[src/hdl/oct_pkg.sv]
// Shared types and constants for the OOK remote code transmitter.
package oct_pkg;

	localparam int CODE_W = 24;
	localparam int LIMIT_W = 8;
	localparam int TICK_W = 8;
	localparam int FRAMES_W = 8;
	localparam int SHIFT_W = 5;
	localparam int CFG_W = 24;
	localparam int CFG_IDX_W = 1;

	localparam int CODE_BITS_DEF = 24;
	localparam int GAP_TICKS_DEF = 200;

	localparam logic [CFG_IDX_W-1:0] REG_CODE_WORD = 1'b0;
	localparam logic [CFG_IDX_W-1:0] REG_REPEAT_LIMIT = 1'b1;

	localparam logic [LIMIT_W-1:0] REPEAT_LIMIT_RST = 8'd49;
	localparam logic [FRAMES_W-1:0] FRAMES_MAX = 8'd255;

	localparam logic [TICK_W-1:0] SYNC_HIGH_AT = 8'd1;
	localparam logic [TICK_W-1:0] SYNC_LOW_AT = 8'd5;
	localparam logic [TICK_W-1:0] SYNC_END_AT = 8'd95;
	localparam logic [TICK_W-1:0] CELL_HIGH_AT = 8'd1;
	localparam logic [TICK_W-1:0] ONE_LOW_AT = 8'd8;
	localparam logic [TICK_W-1:0] ZERO_LOW_AT = 8'd4;
	localparam logic [TICK_W-1:0] CELL_END_AT = 8'd12;

	typedef enum logic [2:0] {
		PH_SYNC = 3'b001,
		PH_DATA = 3'b010,
		PH_GAP  = 3'b100
	} phase_t;

	typedef struct packed {
		logic line_level;
		logic frame_done;
		logic stop_request;
	} result_t;

endpackage

[src/hdl/oct_if.sv]
// Stream interfaces for the input and result channels.
interface oct_in_if;
	logic valid;
	logic ready;
	logic timer_tick;
	logic send_enable;

	modport source (output valid, output timer_tick, output send_enable, input ready);
	modport sink (input valid, input timer_tick, input send_enable, output ready);
endinterface

interface oct_out_if;
	logic valid;
	logic ready;
	logic line_level;
	logic frame_done;
	logic stop_request;

	modport source (output valid, output line_level, output frame_done,
		output stop_request, input ready);
	modport sink (input valid, input line_level, input frame_done,
		input stop_request, output ready);
endinterface

[src/hdl/oct_seq.sv]
// Frame sequencer: configuration registers, frame state and per-beat result.
module oct_seq
	import oct_pkg::*;
#(
	parameter int CODE_BITS = CODE_BITS_DEF,
	parameter int GAP_TICKS = GAP_TICKS_DEF
) (
	input  logic                 clk,
	input  logic                 arst_n,
	input  logic                 cfg_we,
	input  logic [CFG_IDX_W-1:0] cfg_index,
	input  logic [CFG_W-1:0]     cfg_data,
	input  logic                 accept,
	input  logic                 timer_tick,
	input  logic                 send_enable,
	output result_t              result
);

	localparam int BPW = $clog2(CODE_BITS + 1);

	logic [CODE_W-1:0]   code_word_q;
	logic [LIMIT_W-1:0]  repeat_limit_q;
	logic [TICK_W-1:0]   tick_count_q, tick_count_n, tick_inc;
	phase_t              phase_q, phase_n;
	logic [BPW-1:0]      bit_pos_q, bit_pos_n, shift_full;
	logic [FRAMES_W-1:0] frames_q, frames_n;
	logic                line_q, line_n;
	logic                done, stop, active, cur_bit;
	logic [SHIFT_W-1:0]  shift;
	logic [31:0]         code_ext;
	logic [TICK_W-1:0]   low_at;

	assign active = accept && timer_tick && send_enable;
	assign tick_inc = tick_count_q + TICK_W'(1);
	assign shift_full = BPW'(CODE_BITS - 1) - bit_pos_q;
	assign shift = SHIFT_W'(shift_full);
	assign code_ext = 32'(code_word_q);
	assign cur_bit = code_ext[shift];
	assign low_at = cur_bit ? ONE_LOW_AT : ZERO_LOW_AT;

	always_comb begin
		tick_count_n = tick_count_q;
		phase_n = phase_q;
		bit_pos_n = bit_pos_q;
		frames_n = frames_q;
		line_n = line_q;
		done = 1'b0;
		stop = 1'b0;
		if (active) begin
			tick_count_n = tick_inc;
			case (phase_q)
				PH_SYNC: begin
					if (tick_inc == SYNC_HIGH_AT) begin
						line_n = 1'b1;
					end else if (tick_inc == SYNC_LOW_AT) begin
						line_n = 1'b0;
					end else if (tick_inc == SYNC_END_AT) begin
						line_n = 1'b1;
						tick_count_n = '0;
						phase_n = PH_DATA;
					end
				end
				PH_DATA: begin
					if (bit_pos_q < BPW'(CODE_BITS)) begin
						if (tick_inc == CELL_HIGH_AT) begin
							line_n = 1'b1;
						end else if (tick_inc == low_at) begin
							line_n = 1'b0;
						end else if (tick_inc == CELL_END_AT) begin
							line_n = 1'b1;
							bit_pos_n = bit_pos_q + BPW'(1);
							tick_count_n = '0;
						end
					end else begin
						phase_n = PH_GAP;
						tick_count_n = '0;
						bit_pos_n = '0;
						line_n = 1'b0;
					end
				end
				PH_GAP: begin
					if (tick_inc == TICK_W'(GAP_TICKS)) begin
						phase_n = PH_SYNC;
						tick_count_n = '0;
						if (frames_q != FRAMES_MAX) begin
							frames_n = frames_q + FRAMES_W'(1);
						end
						done = 1'b1;
						stop = (frames_n > repeat_limit_q);
					end
				end
				default: begin
					phase_n = PH_SYNC;
					tick_count_n = '0;
				end
			endcase
		end
	end

	assign result.line_level = line_n;
	assign result.frame_done = done;
	assign result.stop_request = stop;

	always_ff @(posedge clk or negedge arst_n) begin
		if (!arst_n) begin
			code_word_q <= '0;
			repeat_limit_q <= REPEAT_LIMIT_RST;
		end else if (cfg_we) begin
			case (cfg_index)
				REG_CODE_WORD: code_word_q <= cfg_data[CODE_W-1:0];
				REG_REPEAT_LIMIT: repeat_limit_q <= cfg_data[LIMIT_W-1:0];
				default: ;
			endcase
		end
	end

	always_ff @(posedge clk or negedge arst_n) begin
		if (!arst_n) begin
			tick_count_q <= '0;
			phase_q <= PH_SYNC;
			bit_pos_q <= '0;
			frames_q <= '0;
			line_q <= 1'b0;
		end else begin
			tick_count_q <= tick_count_n;
			phase_q <= phase_n;
			bit_pos_q <= bit_pos_n;
			frames_q <= frames_n;
			line_q <= line_n;
		end
	end

endmodule

[src/hdl/oct_out.sv]
// Result register: holds one beat and keeps the input open while it drains.
module oct_out
	import oct_pkg::*;
(
	input  logic    clk,
	input  logic    arst_n,
	input  logic    accept,
	input  result_t result,
	input  logic    out_ready,
	output logic    out_valid,
	output result_t out_data,
	output logic    in_ready
);

	logic    valid_q;
	result_t data_q;

	assign in_ready = !valid_q || out_ready;
	assign out_valid = valid_q;
	assign out_data = data_q;

	always_ff @(posedge clk or negedge arst_n) begin
		if (!arst_n) begin
			valid_q <= 1'b0;
		end else if (accept) begin
			valid_q <= 1'b1;
		end else if (out_ready) begin
			valid_q <= 1'b0;
		end
	end

	always_ff @(posedge clk) begin
		if (accept) begin
			data_q <= result;
		end
	end

endmodule

[src/hdl/ook_remote_code_transmitter.sv]
// Top level of the OOK remote code transmitter.
//
// channel   dir  payload                                   accepted when
// in_ch     in   timer_tick, send_enable                   valid && ready
// out_ch    out  line_level, frame_done, stop_request      valid && ready
// cfg       in   cfg_index, cfg_data                       cfg_we
//
// One beat per cycle while the result register can drain; each input beat yields
// its result in the next cycle, from the frame-state update and the result register.
// Reset clears the frame state, the code word and sets the repeat limit to 49.
// A stalled result holds in the result register; input stays open while
// that register drains in the same cycle.
module ook_remote_code_transmitter
	import oct_pkg::*;
#(
	parameter int CODE_BITS = CODE_BITS_DEF,
	parameter int GAP_TICKS = GAP_TICKS_DEF
) (
	input  logic                 clk,
	input  logic                 arst_n,
	oct_in_if.sink               in_ch,
	oct_out_if.source            out_ch,
	input  logic                 cfg_we,
	input  logic [CFG_IDX_W-1:0] cfg_index,
	input  logic [CFG_W-1:0]     cfg_data
);

	logic    accept, in_ready, out_valid;
	result_t result, out_data;

	assign accept = in_ch.valid && in_ready;
	assign in_ch.ready = in_ready;

	oct_seq #(
		.CODE_BITS (CODE_BITS),
		.GAP_TICKS (GAP_TICKS)
	) u_seq (
		.clk         (clk),
		.arst_n      (arst_n),
		.cfg_we      (cfg_we),
		.cfg_index   (cfg_index),
		.cfg_data    (cfg_data),
		.accept      (accept),
		.timer_tick  (in_ch.timer_tick),
		.send_enable (in_ch.send_enable),
		.result      (result)
	);

	oct_out u_out (
		.clk       (clk),
		.arst_n    (arst_n),
		.accept    (accept),
		.result    (result),
		.out_ready (out_ch.ready),
		.out_valid (out_valid),
		.out_data  (out_data),
		.in_ready  (in_ready)
	);

	assign out_ch.valid = out_valid;
	assign out_ch.line_level = out_data.line_level;
	assign out_ch.frame_done = out_data.frame_done;
	assign out_ch.stop_request = out_data.stop_request;

`ifndef SYNTHESIS
	a_stop_on_frame: assert property (@(posedge clk) disable iff (!arst_n)
		out_ch.valid && out_ch.stop_request |-> out_ch.frame_done)
		else $error("stop_request without frame_done");

	a_gap_end_low: assert property (@(posedge clk) disable iff (!arst_n)
		out_ch.valid && out_ch.frame_done |-> !out_ch.line_level)
		else $error("line high at end of gap");

	a_idle_beat: assert property (@(posedge clk) disable iff (!arst_n)
		accept && !in_ch.timer_tick |=> out_ch.valid && !out_ch.frame_done)
		else $error("idle beat produced wrong result");
`endif

endmodule
[src/flat_wrapper.sv]
// flat-port wrapper written by rule: the top's interface ports become plain ports
module ook_remote_code_transmitter_flat import oct_pkg::*;
#(
	parameter int CODE_BITS = CODE_BITS_DEF,
	parameter int GAP_TICKS = GAP_TICKS_DEF
)
  (clk, arst_n, cfg_we, cfg_index, cfg_data, in_ch_valid, in_ch_timer_tick, in_ch_send_enable, in_ch_ready, out_ch_valid, out_ch_line_level, out_ch_frame_done, out_ch_stop_request, out_ch_ready);
  oct_in_if in_ch_i ();
  oct_out_if out_ch_i ();
  input  logic clk;
  input  logic arst_n;
  input  logic cfg_we;
  input  logic [CFG_IDX_W-1:0] cfg_index;
  input  logic [CFG_W-1:0] cfg_data;
  input wire logic [$bits(in_ch_i.valid)-1:0] in_ch_valid;
  input wire logic [$bits(in_ch_i.timer_tick)-1:0] in_ch_timer_tick;
  input wire logic [$bits(in_ch_i.send_enable)-1:0] in_ch_send_enable;
  output wire logic [$bits(in_ch_i.ready)-1:0] in_ch_ready;
  output wire logic [$bits(out_ch_i.valid)-1:0] out_ch_valid;
  output wire logic [$bits(out_ch_i.line_level)-1:0] out_ch_line_level;
  output wire logic [$bits(out_ch_i.frame_done)-1:0] out_ch_frame_done;
  output wire logic [$bits(out_ch_i.stop_request)-1:0] out_ch_stop_request;
  input wire logic [$bits(out_ch_i.ready)-1:0] out_ch_ready;
  assign in_ch_i.valid = in_ch_valid;
  assign in_ch_i.timer_tick = in_ch_timer_tick;
  assign in_ch_i.send_enable = in_ch_send_enable;
  assign in_ch_ready = in_ch_i.ready;
  assign out_ch_valid = out_ch_i.valid;
  assign out_ch_line_level = out_ch_i.line_level;
  assign out_ch_frame_done = out_ch_i.frame_done;
  assign out_ch_stop_request = out_ch_i.stop_request;
  assign out_ch_i.ready = out_ch_ready;
  ook_remote_code_transmitter #(.CODE_BITS(CODE_BITS), .GAP_TICKS(GAP_TICKS)) u_core (.clk(clk), .arst_n(arst_n), .in_ch(in_ch_i), .out_ch(out_ch_i), .cfg_we(cfg_we), .cfg_index(cfg_index), .cfg_data(cfg_data));
endmodule
[config.mk]
export PLATFORM = sky130hd
export DESIGN_NAME = ook_remote_code_transmitter_flat
export DESIGN_NICKNAME = d
export VERILOG_FILES = /design/src/hdl/oct_pkg.sv /design/src/hdl/oct_if.sv /design/src/hdl/oct_seq.sv /design/src/hdl/oct_out.sv /design/src/hdl/ook_remote_code_transmitter.sv /design/src/flat_wrapper.sv
export SDC_FILE = /design/constraint.sdc
export NUM_CORES = 1
export LEC_CHECK = 0
export BUFFER_PORTS_ARGS = -buffer_cell sky130_fd_sc_hd__buf_2
export CAP_MARGIN = 10
export CORE_UTILIZATION = 25
export DETAILED_ROUTE_END_ITERATION = 8
export GPL_TIMING_DRIVEN = 0
export SKIP_LAST_GASP = 1
export SLEW_MARGIN = 10
export SYNTH_ARGS = -nofsm -noshare
export SYNTH_HDL_FRONTEND = slang
export SYNTH_SLANG_ARGS = --single-unit
[constraint.sdc]
create_clock -name clk -period 2.79 [get_ports clk]
set_input_delay 0.558 -clock clk [delete_from_list [all_inputs] [get_ports clk]]
set_output_delay 0.558 -clock clk [all_outputs]
set_load 0.1 [all_outputs]
-- Word-level counts from Yosys, hierarchy flattened
Cells that the tools add are included.
- bits of input ports: 32
- register bits after elaboration: 61
- output and inout port bits: 5
- word-level logic and storage cells: 87
- add/subtract/negate cells: 4
- muxes and demuxes: 38
- bitwise operators: 1
- reduce and logical (&&, ||, !) cells: 12
- eq/ne operators: 18
- $lt $le $gt $ge: 3
- operator list (kind ; count):
    $mux 8 ; 12
    $pmux 8 s3 ; 1
    $mux 5 ; 4
    $add 8x1->8 const B ; 2
    $mux 3 ; 5
    $ne 2x2->1 const B ; 7
    $mux 1 ; 12
    $pmux 3 s3 ; 1
    $eq 8x1->1 const B ; 1
    $eq 8x3->1 const B ; 1
    $eq 8x4->1 ; 1
    $eq 8x4->1 const B ; 1
    $eq 8x7->1 const B ; 1
    $eq 8x8->1 const B ; 1
    $gt 8x8->1 ; 1
    $ne 8x8->1 const B ; 1
    $lt 5x6->1 const B ; 1
    $reduce_and 2->1 ; 3
    $reduce_and 6->1 ; 1
    $add 5x1->5 const B ; 1
    $bmux 1 s5 ; 1
    $lt 5x5->1 const B ; 1
    $reduce_and 5->1 ; 1
    $sub 5x5->5 const A ; 1
    other kinds (12) ; 14

-- Logic depth before layout (Yosys ltp)
- word-level depth: 10
- gate-level depth with buffers: 12
- mapped depth without buffers: 12

-- By module
A second synthesis with hierarchy kept.
- cells, all modules: 333
- area total of the unflattened synthesis: 3621.0 um2
- by module, submodules not included (module ; cells each ; instances ; area each (um2) ; sequential area each (um2)):
    oct_seq ; 326 ; 1 ; 3477.1 ; 1431.4
    oct_out ; 6 ; 1 ; 137.6 ; 115.1
    ook_remote_code_transmitter ; 1 ; 1 ; 6.3 ; 0.0

-- Worst setup path after synthesis
No wires, ideal clock.
- path kind: register to register
- start: register u_core.u_out.valid_q, in the netlist u_core.u_out.out_valid
- end: register u_core.u_out.data_q (netlist bit u_core.u_out.out_data[2]), data pin
- clock period less this slack: 3252 ps
- path slack: -462 ps
- arrival: 2987 ps
- library setup time: 266 ps
- required time: 2524 ps
- buffers on the path: 1
- cell stages (with the launch flop): 6
- cell sequence: dfrtp_1 -> nand2b_1 -> and4_1 -> clkbuf_1 -> a31o_2 -> a311o_1
- cells in the longest elaborated chain, start to end: 6
- RTL lines (what ; RTL line ; text):
    from (decl) ; oct_out.sv:15 ; logic valid_q;
    from (signal assigned) ; oct_out.sv:24 ; valid_q <= 1'b0;
    from (signal assigned) ; oct_out.sv:26 ; valid_q <= 1'b1;
    from (signal assigned) ; oct_out.sv:28 ; valid_q <= 1'b0;
    $logic_not 1->1 ; oct_out.sv:18 ; assign in_ready = !valid_q || out_ready;
    $logic_or 1x1->1 ; oct_out.sv:18 ;
    via in_ch_ready ; flat_wrapper.sv:18 ; output wire logic [$bits(in_ch_i.ready)-1:0] in_ch_ready;
    $logic_and 1x1->1 ; ook_remote_code_transmitter.sv:31 ; assign accept = in_ch.valid && in_ready;
    $logic_and 1x1->1 (2 in series) ; oct_seq.sv:33 ; assign active = accept && timer_tick && send_enable;
    $mux 1 ; oct_seq.sv:49 ; if (active) begin
    via u_core.u_seq.line_n ; oct_seq.sv:27 ; logic line_q, line_n;
    to (signal assigned) ; oct_out.sv:34 ; data_q <= result;
    to (decl) ; oct_out.sv:16 ; result_t data_q;
The timed path passes the listed nets, and every way through them passes these cells.
A chain may end at the register's enable or synchronous reset.

-- Worst setup path in the final report
- start: register u_core.u_seq.frames_q[0]
- end: register u_core.u_out.data_q (netlist bit u_core.u_out.out_data[0]), data pin
- cells in the longest elaborated chain, start to end: 6
- elaborated cells on any way between the ends: 7
- classes of those cells: add/sub: 1; order compare: 1; eq/ne: 1; mux: 4
- RTL lines (what ; RTL line ; text):
    from (decl) ; oct_seq.sv:26 ; logic [FRAMES_W-1:0] frames_q, frames_n;
    from (signal assigned) ; oct_seq.sv:128 ; frames_q <= frames_n;
    $add 8x1->8 or $ne 8x8->1 (tied branches) ; oct_seq.sv:86, oct_seq.sv:85 ;
    $mux 8 (*) ; oct_seq.sv:85 ; if (frames_q != FRAMES_MAX) begin
    $mux 8 (*) ; oct_seq.sv:82 ; if (tick_inc == TICK_W'(GAP_TICKS)) begin
    $mux 8 (*) ; oct_seq.sv:51 ; case (phase_q)
    $mux 8 (*) ; oct_seq.sv:49 ;
    $gt 8x8->1 (*) ; oct_seq.sv:89 ; stop = (frames_n > repeat_limit_q);
Every way passes the cells marked *; elsewhere a longest branch is shown, timed or not. The select of a mux whose other input is x is not followed.

==> tab_implementation.tex <==
\begin{tabular}{lr}
\hline
Metric & Value \\
\hline
\multicolumn{2}{l}{\textbf{Logic synthesis}} \\
Gate Count Post-Synth & roughly 350 \\
Seq/Total Area, Yosys & 0.414 \\
Top FF cell, synth & sky130\_fd\_sc\_hd\_\_dfrtp\_1 \\
Synth async-reset ratio & 0.951 \\
Number of enable flip-flop cells after synthesis & 3 \\
Synthesis Warnings & 0 \\
Total nets after synthesis & about 390 \\
Area leader, netlist & sky130\_fd\_sc\_hd\_\_dfrtp\_1 \\
Cells taking the most area after synthesis & sky130\_fd\_sc\_hd\_\_dfrtp\_1 (36\%), sky130\_fd\_sc\_hd\_\_mux2\_2 (12\%), sky130\_fd\_sc\_hd\_\_ha\_1 (5.0\%) \\
Post-Synthesis Cell Area & roughly 0.0037 mm\^{}2 \\
Register bit total from synthesis & slightly above 60 \\
Avg Inst Size Synth & between 10 and 15 um\^{}2 \\
Unique cell type count in the Yosys netlist & 64 \\
Yosys top cell area share & 0.362 \\
\multicolumn{2}{l}{\textbf{Global routing}} \\
Overall global routing resource usage & 0.111 \\
Via count of the first global-routing pass & around 2800 \\
Wire length of the first global-routing pass & about 14000 um \\
Maximum number of pins on one net before global-route repair & between 50 and 60 \\
Initial antenna violation count & 0 \\
Global route total overflow & 0 \\
\multicolumn{2}{l}{\textbf{Clock network}} \\
Number of levels the H-tree was split into & 3 \\
Number of hold buffers added after CTS & 0 \\
CTS Buffer Depth & 2 \\
Clock-pin slew reported for the worst setup and hold paths after clock tree synthesis & around 50 ps \\
Total CTS buffers & 9 \\
CTS tree & built \\
Clk sink count & 61 \\
CTS root buffer & sky130\_fd\_sc\_hd\_\_clkbuf\_16 \\
Clock network latency to the later pin of the worst-skew pair & about 320 ps \\
\multicolumn{2}{l}{\textbf{Place}} \\
Final weighted congestion in routability-driven placement & $\sim$0.90 \\
Total half-perimeter wirelength after legalization and detailed placement & between 5000 and 6000 um \\
Count of buffers inserted at the top-level ports & 36 \\
Total instance count after detailed placement & about 570 \\
\multicolumn{2}{l}{\textbf{STA}} \\
Setup violations, final & 0 \\
Slew @ Worst Pin & 846 ps \\
Worst hold slack & approximately 300 ps \\
Final worst path period share & 0.957 \\
Max-Slew Margin vs Limit & 0.432 \\
Hold Vio Cnt, Final & 0 \\
Unrepaired setup endpoints after global routing & false \\
Final number of max-transition violations & 0 \\
Fin Clk Skew & 6.14 ps \\
Crit path time final & 2670 ps \\
Fmax & roughly 370 MHz \\
\multicolumn{2}{l}{\textbf{Pwr}} \\
Maximum resistive drop on vdd & roughly 0.00046 V \\
Power per cell area & $\sim$640 mW/mm\^{}2 \\
Leakage power & $\sim$0.0019 uW \\
\multicolumn{2}{l}{\textbf{Routing}} \\
Via count & roughly 2900 \\
Met2 wirelength from detailed routing & around 3800 um \\
Final routed DRC violation total & 0 \\
Number of iterations in the first detailed-routing pass & 5 \\
Average wire per standard cell & 13.8 um \\
Met1 Routed Length & between 3000 and 4000 um \\
DRC violation total after the first TritonRoute iteration & around 160 \\
Drt total wl & $\sim$8100 um \\
Vias per cell & approximately 4.9 \\
Routed length on met3 & a little under 300 um \\
Highest routing layer actually used & met4 \\
Number of nets still failing antenna checks after routing & 0 \\
\multicolumn{2}{l}{\textbf{Layout}} \\
Post-Layout Cell Count & 586 \\
Number of diodes added for antenna fixing & 0 \\
Layout Area Growth over Synthesis & 20.0\% \\
Area occupied by multi-input gates & roughly 0.0021 mm\^{}2 \\
Storage cell area & approximately 0.0015 mm\^{}2 \\
Number of inserted filler cells in the final layout & 1503 \\
Share of final-layout standard cells stronger than drive strength 1 & 0.331 \\
Number of nets in the layout & about 440 \\
\multicolumn{2}{l}{\textbf{Die}} \\
Die Span Y & approximately 120 um \\
Horizontal extent of the die & $\sim$120 um \\
Core Rows & 44 \\
Area of the die & 0.0154 mm\^{}2 \\
Effective utilization at floorplan & 0.257 \\
Floorplan core area & about 0.015 mm\^{}2 \\
IO Count & 37 \\
\multicolumn{2}{l}{\textbf{Critical path}} \\
Largest fanout on the critical path & 4 \\
CP Launch Type & flop \\
Arrival time of the worst setup path & about 2700 ps \\
Required arrival time at the worst endpoint & approximately 2900 ps \\
Slack of the worst reg-to-reg path & approximately 120 ps \\
Worst Setup End Kind & flop \\
Crit Path Class & reg -> reg \\
\multicolumn{2}{l}{\textbf{Min path}} \\
Hold/Removal Path Class & in -> async \\
\multicolumn{2}{l}{\textbf{Status}} \\
Result of the run & complete, no violations \\
\multicolumn{2}{l}{\textbf{Flow run}} \\
Number of max-cap violations & 0 \\
\hline
\end{tabular}
[where the power goes]
group | total, uW | internal (uW) | switching, uW | leakage, uW
logic | 721 | 286 | 434 | 0.00106
registers | 1130 | 1030 | 98.7 | 0.000730
clock network | 1020 | 644 | 375 | 0.000138
[worst max-delay path, stage by stage, from the launching register on]
cell and delay, ps:
sky130_fd_sc_hd__dfrtp_1 370, sky130_fd_sc_hd__ha_2 190, sky130_fd_sc_hd__and2_4 160, sky130_fd_sc_hd__and2_4 150, sky130_fd_sc_hd__nand3_2 80, sky130_fd_sc_hd__mux2_4 320, sky130_fd_sc_hd__ha_1 280, sky130_fd_sc_hd__nor2b_1 130
sky130_fd_sc_hd__o21a_1 160, sky130_fd_sc_hd__o21a_1 160, sky130_fd_sc_hd__o21a_1 160, sky130_fd_sc_hd__o21bai_1 160, sky130_fd_sc_hd__a21oi_2 70
[sequential cells by signal (all words and copies together) (netlist names), 3 cells and up]
signal	count
u_core.u_out.out_data	3
u_core.u_seq.bit_pos_q	5
u_core.u_seq.code_word_q	24
u_core.u_seq.frames_q	8
u_core.u_seq.phase_q	3
u_core.u_seq.repeat_limit_q	8
u_core.u_seq.tick_count_q	8
[metrics by stage]
stage | setup TNS, ps | cell area, um^2 | setup WS (ps) | power (uW) | util
6_report | 0 | 4490 | 120 | 2860 | 0.309
2_1_floorplan | 0 | 3740 | 38.4 | 1660 | -
5_1_grt | 0 | 4490 | 14.9 | 3040 | 0.309
3_3_place_gp | -148 | 4150 | -148 | 1820 | 0.286
3_5_place_dp | -202 | 4150 | -202 | 1850 | 0.286
4_1_cts | 0 | 4460 | 29.0 | 2880 | 0.307
[area by class of cell]
class / count / share of cell area
clock inverter: 4 / 0.00502
tap: 184 / 0.0513
sequential: 61 / 0.345
inverter: 19 / 0.0159
timing repair buffer: 39 / 0.0457
clock buffer: 12 / 0.0572
multi-input combinational: 250 / 0.461
buffer: 17 / 0.0184
[worst paths after layout]
kind                                              start                           end  cells after the start
min reg2reg                u_core.u_seq.code_word_q[15]  u_core.u_seq.code_word_q[15]                      1
min in group clk                            in_ch_valid        u_core.u_out.out_valid                      2
max                            u_core.u_seq.frames_q[0]      u_core.u_out.out_data[0]                     12
min                                              arst_n  u_core.u_seq.code_word_q[17]                      1
max in group asynchronous                        arst_n        u_core.u_out.out_valid                      1
max reg2reg                    u_core.u_seq.frames_q[0]      u_core.u_out.out_data[0]                     12
[placed cells by master (no fill, tap or decap), types with 7 or more instances in the layout]
master	n
sky130_fd_sc_hd__mux2i_1	7
sky130_fd_sc_hd__dfrtp_1	52
sky130_fd_sc_hd__nand2b_1	7
sky130_fd_sc_hd__nand3_1	11
sky130_fd_sc_hd__clkbuf_1	9
sky130_fd_sc_hd__clkbuf_16	9
sky130_fd_sc_hd__nor2_1	17
sky130_fd_sc_hd__buf_2	40
sky130_fd_sc_hd__a21oi_1	12
sky130_fd_sc_hd__o21ai_0	8
sky130_fd_sc_hd__mux2_2	38
sky130_fd_sc_hd__nor3_1	9
sky130_fd_sc_hd__xnor2_1	11
sky130_fd_sc_hd__and3_1	7
sky130_fd_sc_hd__nand2_1	14
sky130_fd_sc_hd__inv_1	18
sky130_fd_sc_hd__ha_1	14
[per-layer routing]
metal | vias up | track usage
met5 | - | 0
met1 | 1427 | 0.152
met2 | 68 | 0.174
li1 | 1386 | -
met3 | 9 | 0.0206
met4 | 0 | 0.0361
[cell usage after synthesis, drive strengths merged (3+ instances only)]
library cell / instances
or3: 3
nand4: 6
o311ai: 5
mux2: 42
buf: 8
a21oi: 15
mux2i: 7
inv: 19
dfstp: 4
mux4: 4
nor4: 7
and3: 7
ha: 15
nor2: 17
nor2b: 6
o21a: 6
o21ai: 10
xnor2: 11
a211o: 3
nand3: 13
and4: 5
nand2b: 8
and2: 6
clkbuf: 9
a31o: 4
dfrtp: 54
nor3: 10
nand2: 14
edfxtp: 3
a21o: 3
[cell families after synthesis]
family	Yosys count	synth area share
AND/OR/NAND/NOR	105	0.166
AO/OA/AOI/OAI	64	0.129
flip-flops	61	0.414
multiplexers	53	0.169
buffers and inverters	36	0.0412
adder cells (fa/ha/maj)	15	0.0502
XOR/XNOR	13	0.0305
[what timing repair did]
| item | 4_1_cts | 5_1_grt |
|---|---|---|
| buffers inserted | 2 | 1 |
| setup endpoints to repair | 1 | 5 |
| pin swaps | 1 | 3 |
| resized for setup | 2 | 7 |
| gates cloned | 0 | 0 |
No activity file was read; power rests on OpenSTA's default activity.
